<file path="config.mk">
export PLATFORM = sky130hd
export DESIGN_NAME = utf8_emoji_strip_filter
export DESIGN_NICKNAME = d
export VERILOG_FILES = /design/src/rtl/ues_pkg.sv /design/src/rtl/utf8_emoji_strip_filter.sv
export SDC_FILE = /design/constraint.sdc
export NUM_CORES = 1
export LEC_CHECK = 0
export BUFFER_PORTS_ARGS = -buffer_cell sky130_fd_sc_hd__buf_2
export CAP_MARGIN = 20
export CORE_MARGIN = 4
export CORE_UTILIZATION = 33
export CTS_CLUSTER_SIZE = 24
export DETAILED_ROUTE_END_ITERATION = 6
export GPL_ROUTABILITY_DRIVEN = 0
export PLACE_DENSITY = 0.45
export RECOVER_POWER = 100
export SKIP_LAST_GASP = 1
export SYNTH_ARGS = -nofsm -noshare
export SYNTH_HDL_FRONTEND = slang
export SYNTH_SLANG_ARGS = --single-unit
</file>
<file path="constraint.sdc">
create_clock -name aclk -period 7.65 [get_ports aclk]
set_input_delay 0.3825 -clock aclk [delete_from_list [all_inputs] [get_ports aclk]]
set_output_delay 0.3825 -clock aclk [all_outputs]
set_load 0.005 [all_outputs]
</file>
<file path="src/rtl/ues_pkg.sv">
// ----------------------------------------------------------------------------
// ues_pkg
// Types and constants shared by the UTF-8 emoji strip filter.
// ----------------------------------------------------------------------------
package ues_pkg;

    typedef struct packed {
        logic [7:0] in_byte;
        logic       in_last;
    } ues_in_t;

    typedef struct packed {
        logic [7:0] out_byte;
        logic       out_valid;
        logic       out_last;
    } ues_out_t;

    // four-byte lead range
    localparam logic [7:0] LEAD_LO    = 8'hF0;
    localparam logic [7:0] LEAD_HI    = 8'hF4;
    // variation selector EF B8 80..8F
    localparam logic [7:0] VS_B0      = 8'hEF;
    localparam logic [7:0] VS_B1      = 8'hB8;
    localparam logic [7:0] VS_B2_LO   = 8'h80;
    localparam logic [7:0] VS_B2_HI   = 8'h8F;
    // zero-width joiner E2 80 8D
    localparam logic [7:0] ZWJ_B0     = 8'hE2;
    localparam logic [7:0] ZWJ_B1     = 8'h80;
    localparam logic [7:0] ZWJ_B2     = 8'h8D;

    // most results one string-end item can give
    localparam int unsigned MAX_RES   = 5;

    function automatic logic is_marker_triple(input logic [7:0] a,
                                              input logic [7:0] b,
                                              input logic [7:0] c);
        logic vs;
        logic zwj;
        vs  = (a == VS_B0) && (b == VS_B1) && (c >= VS_B2_LO) && (c <= VS_B2_HI);
        zwj = (a == ZWJ_B0) && (b == ZWJ_B1) && (c == ZWJ_B2);
        return vs || zwj;
    endfunction

endpackage

</file>
<file path="src/rtl/utf8_emoji_strip_filter.sv">
// ----------------------------------------------------------------------------
// utf8_emoji_strip_filter
// Drops four-byte sequences (lead F0..F4 plus three bytes; a group cut short
// by string end is passed on), then drops variation selectors and zero-width joiners from the remaining byte stream.
// ----------------------------------------------------------------------------
// The first result of an item is valid the cycle after the item is taken.
// One byte per cycle while the output takes each result; a non-final item gives at most one result.
// A final item gives one to five results, drained one per cycle while m_ready is high from the
// result buffer; the next item is taken in the cycle its last result leaves.
// Reset (aresetn low, synchronous) empties both hold stages and the buffer.
module utf8_emoji_strip_filter (
    input  logic              aclk,
    input  logic              aresetn,
    input  logic              s_valid,
    output logic              s_ready,
    input  ues_pkg::ues_in_t  s_data,
    output logic              m_valid,
    input  logic              m_ready,
    output ues_pkg::ues_out_t m_data
);
    import ues_pkg::*;

    // stage state
    logic [7:0] lead_hold_reg   [3];
    logic [1:0] lead_count_reg;
    logic [7:0] window_hold_reg [2];
    logic [1:0] window_count_reg;

    // result buffer
    ues_out_t   ob_reg [MAX_RES];
    logic [2:0] ob_rem_reg;
    logic [2:0] ob_idx_reg;

    // next values
    logic [7:0] lead_hold_next   [3];
    logic [1:0] lead_count_next;
    logic [7:0] window_hold_next [2];
    logic [1:0] window_count_next;
    ues_out_t   ob_next [MAX_RES];
    logic [2:0] ob_rem_next;
    logic [2:0] ob_idx_next;

    // per-item working values
    logic [7:0] push_v [3];
    logic [1:0] push_n;
    logic [7:0] emit_v [MAX_RES];
    logic [2:0] emit_n;
    logic [7:0] cur_b;
    logic       cur_last;
    logic       s_fire;
    logic       m_fire;

    assign cur_b    = s_data.in_byte;
    assign cur_last = s_data.in_last;

    assign m_valid = (ob_rem_reg != 3'd0);
    assign m_data  = ob_reg[ob_idx_reg];
    assign m_fire  = m_valid && m_ready;
    assign s_ready = (ob_rem_reg == 3'd0) || ((ob_rem_reg == 3'd1) && m_ready);
    assign s_fire  = s_valid && s_ready;

    always_comb begin
        lead_hold_next    = lead_hold_reg;
        lead_count_next   = lead_count_reg;
        window_hold_next  = window_hold_reg;
        window_count_next = window_count_reg;
        push_v[0] = cur_b;
        push_v[1] = 8'h00;
        push_v[2] = 8'h00;
        push_n    = 2'd0;
        for (int i = 0; i < MAX_RES; i++) begin
            emit_v[i] = 8'h00;
        end
        emit_n = 3'd0;

        // stage one: four-byte sequence tracking
        if (lead_count_reg != 2'd0) begin
            if (lead_count_reg == 2'd3) begin
                lead_count_next = 2'd0;
            end else begin
                lead_hold_next[lead_count_reg] = cur_b;
                lead_count_next = lead_count_reg + 2'd1;
            end
        end else if (cur_b >= LEAD_LO && cur_b <= LEAD_HI && !cur_last) begin
            lead_hold_next[0] = cur_b;
            lead_count_next   = 2'd1;
        end else begin
            push_n = 2'd1;
        end

        // string end inside a lead group: held bytes go on to stage two
        if (cur_last && lead_count_next != 2'd0) begin
            push_v[0] = lead_hold_next[0];
            push_v[1] = lead_hold_next[1];
            push_v[2] = lead_hold_next[2];
            push_n    = lead_count_next;
        end
        if (cur_last) begin
            lead_count_next = 2'd0;
        end

        // stage two: three-byte window, at most three pushes per item
        for (int k = 0; k < 3; k++) begin
            if (2'(k) < push_n) begin
                if (window_count_next == 2'd2) begin
                    if (is_marker_triple(window_hold_next[0], window_hold_next[1],
                                         push_v[k])) begin
                        window_count_next = 2'd0;
                    end else begin
                        emit_v[emit_n] = window_hold_next[0];
                        emit_n = emit_n + 3'd1;
                        window_hold_next[0] = window_hold_next[1];
                        window_hold_next[1] = push_v[k];
                    end
                end else begin
                    window_hold_next[window_count_next[0]] = push_v[k];
                    window_count_next = window_count_next + 2'd1;
                end
            end
        end

        // flush the window at string end
        if (cur_last) begin
            for (int k = 0; k < 2; k++) begin
                if (2'(k) < window_count_next) begin
                    emit_v[emit_n] = window_hold_next[k];
                    emit_n = emit_n + 3'd1;
                end
            end
            window_count_next = 2'd0;
        end

        for (int i = 0; i < MAX_RES; i++) begin
            ob_next[i].out_byte  = emit_v[i];
            ob_next[i].out_valid = 1'b1;
            ob_next[i].out_last  = cur_last && (3'(i + 1) == emit_n);
        end
        if (cur_last && emit_n == 3'd0) begin
            // empty end marker
            ob_next[0].out_byte  = 8'h00;
            ob_next[0].out_valid = 1'b0;
            ob_next[0].out_last  = 1'b1;
        end

        ob_rem_next = ob_rem_reg;
        ob_idx_next = ob_idx_reg;
        if (s_fire) begin
            ob_rem_next = (cur_last && emit_n == 3'd0) ? 3'd1 : emit_n;
            ob_idx_next = 3'd0;
        end else if (m_fire) begin
            ob_rem_next = ob_rem_reg - 3'd1;
            ob_idx_next = ob_idx_reg + 3'd1;
        end
    end

    always_ff @(posedge aclk) begin
        if (!aresetn) begin
            lead_count_reg   <= 2'd0;
            window_count_reg <= 2'd0;
            ob_rem_reg       <= 3'd0;
            ob_idx_reg       <= 3'd0;
        end else begin
            if (s_fire) begin
                lead_count_reg   <= lead_count_next;
                window_count_reg <= window_count_next;
            end
            ob_rem_reg <= ob_rem_next;
            ob_idx_reg <= ob_idx_next;
        end
    end

    always_ff @(posedge aclk) begin
        if (s_fire) begin
            lead_hold_reg   <= lead_hold_next;
            window_hold_reg <= window_hold_next;
            ob_reg          <= ob_next;
        end
    end

    // a byte in the middle of a string yields at most one result
    a_mid_single: assert property (@(posedge aclk) disable iff (!aresetn)
        s_fire && !s_data.in_last |=> ob_rem_reg <= 3'd1)
        else $error("mid-string item gave more than one result");

    // string end leaves both stages empty and something to deliver
    a_end_flush: assert property (@(posedge aclk) disable iff (!aresetn)
        s_fire && s_data.in_last |=> m_valid && lead_count_reg == 2'd0
                                     && window_count_reg == 2'd0)
        else $error("string end did not flush");

    // the last flag only rides on the final buffered result
    a_last_final: assert property (@(posedge aclk) disable iff (!aresetn)
        m_valid && m_data.out_last |-> ob_rem_reg == 3'd1)
        else $error("last flag before final result");

    // an empty result is always the end marker
    a_marker_last: assert property (@(posedge aclk) disable iff (!aresetn)
        m_valid && !m_data.out_valid |-> m_data.out_last)
        else $error("empty result without last flag");

endmodule
</file>
==> results of run 1 <==
==> final cells by class <==
| class | instances | area, sq um |
|---|---|---|
| fillers | 2515 | 15170 |
| multi-input cells | 717 | 4959 |
| flip-flops and latches | 96 | 2783 |
| repair buffers | 75 | 470.5 |
| well taps | 324 | 405.4 |
| clock buffers | 9 | 225.2 |
| inverters | 43 | 162.7 |
| clock inverters | 7 | 71.32 |
==> routing by layer <==
metal / track usage, % / vias up / share of wire, %
met1: 34.31 / 3868 / 46
met3: 2.995 / 91 / 6.5
met2: 35.30 / 374 / 43
met4: 10.59 / 0 / 4.7
met5: 0 / - / 0
li1: - / 3601 / -
==> cell usage after synthesis, drive strengths merged, types with 9 or more instances <==
master and number:
buf 18, ha 15, and3 10, nand4 13
dfxtp 10, and2 9, nand2 105, nand2b 18
or3 10, a211oi 10, o22ai 19, edfxtp 86
a21o 10, mux2i 53, nand3 21, a21oi 41
a32oi 14, a31oi 13, a22oi 22, inv 43
mux2 26, o31ai 14, o21ai 41, clkbuf 28
nor2 77, nor3 21, o211ai 12
==> per-stage QoR <==
stage | hold WS, ns | util (%)
finish | 0.3411 | 37.43
global route | 0.3485 | 37.43
floorplan | 0.4543 | -
detailed placement | 0.4837 | 36.39
global placement | 0.4844 | 36.39
CTS | 0.3410 | 37.61
==> power groups by stage <==
stage | Clock [W] | Sequential, W | Combinational (W)
6_report | 0.000477 | 0.000943 | 0.00114
5_1_grt | 0.000510 | 0.000964 | 0.00123
4_1_cts | 0.000486 | 0.000926 | 0.00115
3_5_place_dp | 0 | 0.000937 | 0.00114
3_3_place_gp | 0 | 0.000938 | 0.00115
2_1_floorplan | 0 | 0.000889 | 0.000700
==> worst paths after layout <==
kind,endpoint,depth (start not counted)
hold / removal,ob_rem_reg[0]$_SDFFE_PN0P_,2
setup reg to reg,ob_reg[30]$_DFFE_PP_,25
hold reg to reg,ob_rem_reg[1]$_SDFFE_PN0P_,2
setup / recovery,ob_reg[30]$_DFFE_PP_,25
==> timing repair <==
action,CTS,global route
setup buffers,0,1
endpoints found under the hold margin,0,0
setup endpoints to repair,0,8
==> cell families (layout without fill, tap and decap cells) <==
family	Yosys count	count (layout)	synth area share [%]
and+or+nand+nor	327	327	20.98
AOI/OAI and AO/OA	291	291	27.26
DFF	96	96	34.36
buffers and inverters	89	134	4.373
muxes	79	79	10.17
adders and majority gates	15	15	2.318
xor gates and xnor gates	5	5	0.5408
==> critical path, stage by stage (launching register included) <==
cell	delay [ns]
dfxtp_1	0.48
inv_1	0.11
ha_1	0.38
a21o_1	0.27
o21ai_1	0.19
buf_4	0.32
mux2_2	0.42
a222oi_1	0.49
o22ai_1	0.18
nor4b_2	0.22
and3_1	0.25
o21ba_4	0.26
inv_2	0.16
ha_1	0.26
o22a_1	0.23
ha_1	0.33
or3_1	0.43
nand2_1	0.08
ha_1	0.25
nand2_1	0.13
o31a_1	0.16
a311oi_4	0.46
or2_0	0.28
buf_4	0.22
xnor2_1	0.13
nor3b_1	0.33
==> results.sh, run 1 <==
export IMPL_leakage_nw=3.168
export IMPL_hold_violations=0
export IMPL_violations="max-capacitance violations, max-slew violations"
export IMPL_finalCritPeriodShare_pct=94.46
export IMPL_yosys_warnings=0
export IMPL_tns_ns=0
export IMPL_drc=0
export IMPL_rows=57
export IMPL_maxSlewViolCount=71
export IMPL_clkTransAtPathRegs_ns=0.08
export IMPL_die_w_microns=164.7
export IMPL_final_nets=970
export IMPL_fin_cells=1271
export IMPL_wl_per_cell_microns=25.11
export IMPL_relSlewSlack_pct=-128.7
export IMPL_netlist_area_leader_share_pct=31.89
export IMPL_synth_cell_types=104
export IMPL_holdCritStartpoint="aresetn"
export IMPL_setup_violations=0
export IMPL_swShare_pct=44.97
export IMPL_netlist_top_cells_area="edfxtp_1, mux2i_1, nand2_1, mux2_2, nor2_1"
export IMPL_dpl_worst_slack_ns=0.4007
export IMPL_coreArea_sq_mm=0.02425
export IMPL_ys_ff_latch=96
export IMPL_critPathCaptureType="flop"
export IMPL_p_sw_w=0.001154
export IMPL_cts_sinks=96
export IMPL_irDropWorstVdd_mv=0.1355
export IMPL_placed_cell_area_sq_mm=0.008823
export IMPL_cts_repair_resized=0
export IMPL_vias=7934
export IMPL_largest_register_ffs=46
export IMPL_startpoint_type="flop"
export IMPL_synth_edff_count=86
export IMPL_worstPathArrival_ns=7.39
export IMPL_final_cell_mix="nand2_1, edfxtp_1, nor2_1"
export IMPL_dp_cells=1254
export IMPL_clock_path_buffers=2
export IMPL_cts_tree="yes"
export IMPL_syn_cell_area_sq_mm=0.008098
export IMPL_final_common_cell="nand2_1"
export IMPL_grt_max_degree=64
export IMPL_hpwl_mm=23.71
export IMPL_first_iter_violations=842
export IMPL_drv_cap=2
export IMPL_synthCells=902
export IMPL_setup_worst_path_class="flop to flop"
export IMPL_power_total_w=0.002565
export IMPL_synth_ff_type="edfxtp_1"
export IMPL_yosysSeqAreaShare_pct=34.36
export IMPL_worst_clock_skew_ns=0.008126
export IMPL_synth_top_cell_by_area="edfxtp_1"
export IMPL_io_buffers=24
export IMPL_die_area_sq_mm=0.02711
export IMPL_grt_ovfl_total=0
export IMPL_htreeDepth=3
export IMPL_p_int_w=0.001412
export IMPL_critPathMaxFanout=19
export IMPL_crit_required_ns=7.81
export IMPL_syn2layout_area_growth_pct=12.08
export IMPL_r2r_start="lead_count_reg[0]$_SDFFE_PN0P_"
export IMPL_insertion_delay_ns=0.37
export IMPL_grt_pass1_wl_mm=47.92
export IMPL_startpoint="lead_count_reg[0]$_SDFFE_PN0P_"
export IMPL_dr_pass1_iters=6
export IMPL_io_pins=25
export IMPL_synth_fp_nets=930
export IMPL_ant_nets=0
export IMPL_cts_root_buf="clkbuf_16"
export IMPL_die_y_microns=164.7
export IMPL_status="complete, but fails checks"
export IMPL_worst_pin_slew_ns=3.431
export IMPL_first_global_vias=7490
export IMPL_max_freq_ghz=0.1384
export IMPL_design_area_sq_mm=0.009076
export IMPL_antenna_found_initial=0
export IMPL_n_antenna_cell=0
export IMPL_final_setup_worst_slack_ns=0.4237
export IMPL_min_period_ns=7.226
export IMPL_cts_made_buffers=9
export IMPL_cts_hold_fix_buffers=0
export IMPL_rsz0062_at_grt="false"
export IMPL_pwr_share_seq_pct=36.8
export IMPL_avgSynthCellArea_sq_um=8.978
export IMPL_synthArstFlopShare_pct=0
export IMPL_drt_wl_total_mm=31.92
export IMPL_pwr_share_clk_pct=18.6
export IMPL_gr_usage_all_layers_pct=23.71
export IMPL_p_per_area_mw_per_mm2=282.6
export IMPL_p_comb_share_pct=44.6
export IMPL_start_util_pct=33.40
export IMPL_hp_class="input pin to flop"
export IMPL_vias_per_cell=6.242
export IMPL_drive_gt1_share_pct=13.83
export IMPL_rrSetupSlack_ns=0.42
Note: power is estimated with default switching activity, not from simulation.
==> run 2, diff against run 1 <==
--- a/config.mk
+++ b/config.mk
@@ -5,6 +5,7 @@
 export SDC_FILE = /design/constraint.sdc
 export NUM_CORES = 1
 export LEC_CHECK = 0
+export ABC_AREA = 1
 export BUFFER_PORTS_ARGS = -buffer_cell sky130_fd_sc_hd__buf_2
 export CAP_MARGIN = 20
 export CORE_MARGIN = 4
==> constraint.sdc (replaced) <==
create_clock -name aclk -period 7.65 [get_ports aclk]
set_input_delay 1.1475 -clock aclk [delete_from_list [all_inputs] [get_ports aclk]]
set_output_delay 1.1475 -clock aclk [all_outputs]
set_load 0.005 [all_outputs]
==> run 2 against run 1 <==
  * The run still ends with max-capacitance violations, max-slew violations left
  * Power rose by 2.0%
  * Register-to-register slack improved by 0.51 ns
  * Non-clock buffer count fell by 25
  * Hold slack improved by 0.13 ns
  * Clock power fell by 3%
  * Sequential power fell by 2%
  * Largest cell class unchanged
==> results.sh, run 2 <==
export IMPL_status="complete, but fails checks"
export IMPL_violations="max-capacitance violations, max-slew violations"
export IMPL_cts_made_buffers=9
export IMPL_drv_cap=2
export IMPL_ys_ff_latch=96
export IMPL_largest_register_ffs=46
export IMPL_grt_max_degree=53
export IMPL_r2r_end="ob_reg[32]$_DFFE_PP_"
export IMPL_synth_top_cell_by_area="edfxtp_1"
export IMPL_die_w_microns=167.7
export IMPL_cts_hold_fix_buffers=0
export IMPL_rsz0062_at_grt="false"
export IMPL_vias_per_cell=5.562
export IMPL_maxSlewViolCount=91
export IMPL_hold_violations=0
export IMPL_yosysSeqAreaShare_pct=33.05
export IMPL_vias=8744
export IMPL_netlist_area_leader_share_pct=30.67
export IMPL_setup_violations=0
export IMPL_io_buffers=24
export IMPL_critPathMaxFanout=19
export IMPL_synth_most_common_cell="nand2_1"
export IMPL_setup_worst_path_class="input pin to flop"
export IMPL_final_cell_mix="nand2_1, inv_1, o21ai_0"
export IMPL_max_freq_ghz=0.1469
export IMPL_start_util_pct=33.54
export IMPL_synth_cell_types=54
export IMPL_final_common_cell="nand2_1"
export IMPL_regArea_sq_mm=0.002783
export IMPL_die_area_sq_mm=0.02814
export IMPL_synthArstFlopShare_pct=0
export IMPL_p_per_area_mw_per_mm2=285.9
export IMPL_cts_sinks=96
export IMPL_syn2layout_area_growth_pct=8.722
export IMPL_drt_wl_total_mm=31.76
export IMPL_rrSetupSlack_ns=0.93
export IMPL_io_pins=25
export IMPL_worst_clock_skew_ns=0.01145
export IMPL_synth_edff_count=86
export IMPL_clkTransAtPathRegs_ns=0.07
export IMPL_critPathSlowestCell="o21ai_0"
export IMPL_crit_top_cell="o21ai_0"
export IMPL_die_y_microns=167.7
export IMPL_yosys_warnings=0
export IMPL_rows=58
export IMPL_hold_depth=2
export IMPL_cts_repair_resized=0
export IMPL_drive_gt1_share_pct=10.14
export IMPL_design_area_sq_mm=0.009155
export IMPL_cts_tree="yes"
export IMPL_antenna_found_initial=1
export IMPL_syn_cell_area_sq_mm=0.008421
export IMPL_irDropWorstVdd_mv=0.1044
export IMPL_synth_fp_nets=1247
export IMPL_max_stage_delay_ns=0.78
export IMPL_netlist_top_cells_area="edfxtp_1, nand2_1, inv_1, o21ai_0, a21oi_1"
export IMPL_min_to="ob_rem_reg[1]$_SDFFE_PN0P_"
export IMPL_fillers=2812
export IMPL_grt_ovfl_total=0
export IMPL_synth_common_cells="nand2_1, inv_1, o21ai_0"
export IMPL_r2r_start="lead_count_reg[0]$_SDFFE_PN0P_"
export IMPL_first_iter_violations=946
export IMPL_leakage_nw=3.882
export IMPL_synth_ff_type="edfxtp_1"
export IMPL_htreeDepth=3
export IMPL_worstPathArrival_ns=6.97
export IMPL_coreArea_sq_mm=0.02511
export IMPL_hpwl_mm=24.32
export IMPL_drc=0
export IMPL_final_nets=1265
export IMPL_tns_ns=0
export IMPL_finalCritPeriodShare_pct=88.97
export IMPL_dr_pass1_iters=5
export IMPL_gr_usage_all_layers_pct=22.39
export IMPL_first_global_vias=8301
export IMPL_hp_class="flop to flop"
export IMPL_cts_root_buf="clkbuf_16"
export IMPL_grt_pass1_wl_mm=49.59
export IMPL_n_antenna_cell=0
export IMPL_startpoint_type="input pin"
export IMPL_multiInputGateArea_sq_mm=0.004684
export IMPL_holdCritStartpoint="ob_rem_reg[1]$_SDFFE_PN0P_"
export IMPL_postCtsSetupRepairBufs=0
export IMPL_critPathCaptureType="flop"
export IMPL_worst_pin_slew_ns=2.558
export IMPL_ant_nets=0
export IMPL_relSlewSlack_pct=-70.56
export IMPL_synthCells=1219
export IMPL_min_period_ns=6.807
export IMPL_avgSynthCellArea_sq_um=6.908
export IMPL_reg2reg_depth=29
export IMPL_clock_path_buffers=2
export IMPL_placed_cell_area_sq_mm=0.008924
export IMPL_crit_required_ns=7.82
export IMPL_insertion_delay_ns=0.36
export IMPL_wl_per_cell_microns=20.20
## run 2: changes by cell type in the layout (fill, tap and decap cells not counted), sizes merged, moves of 52 or more
cell / previous run / this run
mux2i: 53 / 1
nand2: 105 / 317
nand3: 21 / 84
o21ai: 41 / 133
inv: 46 / 182
a21oi: 41 / 93
## run 2: where the power goes
group          internal, W  switching [W]  total (W)
clock             0.000228       0.000235   0.000463
sequential        0.000818       0.000106   0.000924
combinational     0.000328       0.000902    0.00123
## run 2: stage by stage
step / instances / util (%) / setup slack, ns / hold slack (ns) / power [W]
floorplan: 1219 / - / 1.709 / 0.4405 / 0.001666
global route: 1572 / 36.46 / 0.2445 / 0.5053 / 0.002801
finish: 1572 / 36.46 / 0.8434 / 0.4703 / 0.002618
detailed placement: 1556 / 35.54 / 0.8103 / 0.4622 / 0.002151
CTS: 1572 / 36.69 / 1.203 / 0.4730 / 0.002622
global placement: 1556 / 35.54 / 0.7970 / 0.4617 / 0.002174
## run 2: worst max-delay path: cells and delay by family
kind            cells  cell delay (ns)
buf+inv             7             1.24
compound gates      7             2.07
simple gates       11             1.56
fa+ha+maj           3             0.90
## run 2: how the worst max path moves through the flow
| stage | from | endpoint | slack [ns] | depth (start not counted) |
|---|---|---|---|---|
| CTS | s_data[1] | ob_reg[3]$_SDFFCE_PN0P_ | 1.20 | 28 |
| global route | s_data[1] | ob_reg[47]$_SDFFCE_PP0P_ | 0.24 | 40 |
| global placement | s_data[1] | ob_reg[2]$_SDFFCE_PN0P_ | 0.80 | 31 |
| floorplan | s_data[0] | ob_reg[45]$_SDFFCE_PP0P_ | 1.71 | 31 |
| finish | s_data[3] | ob_reg[32]$_DFFE_PP_ | 0.84 | 28 |
| detailed placement | s_data[1] | ob_reg[2]$_SDFFCE_PN0P_ | 0.81 | 28 |
## run 2: kinds of logic (layout without fill, tap and decap cells)
group	count (synthesis)	count (layout)	share of synthesized area, %
fa+ha+maj	15	15	2.229
xor+xnor	2	2	0.2081
buf+inv	228	251	10.97
simple gates	564	564	30.67
compound gates	313	313	22.76
mux	1	1	0.1189
flops	96	96	33.05
## run 2: cell type report
type	instances	share of cell area, %
Sequential cell	96	30.39
Multi-Input combinational cell	895	51.17
Tap cell	330	4.510
Clock inverter	7	0.6970
Timing Repair Buffer	50	3.143
Clock buffer	9	2.460
Inverter	185	7.626
## run 2: metal layers
| layer | wire, microns | share of wire, % | GRT usage (%) |
|---|---|---|---|
| met1 | 15090 | 48 | 33.77 |
| met2 | 13610 | 43 | 33.72 |
| met3 | 2346 | 7.4 | 2.998 |
| met4 | 705 | 2.2 | 5.681 |
| met5 | 0 | 0 | 0 |
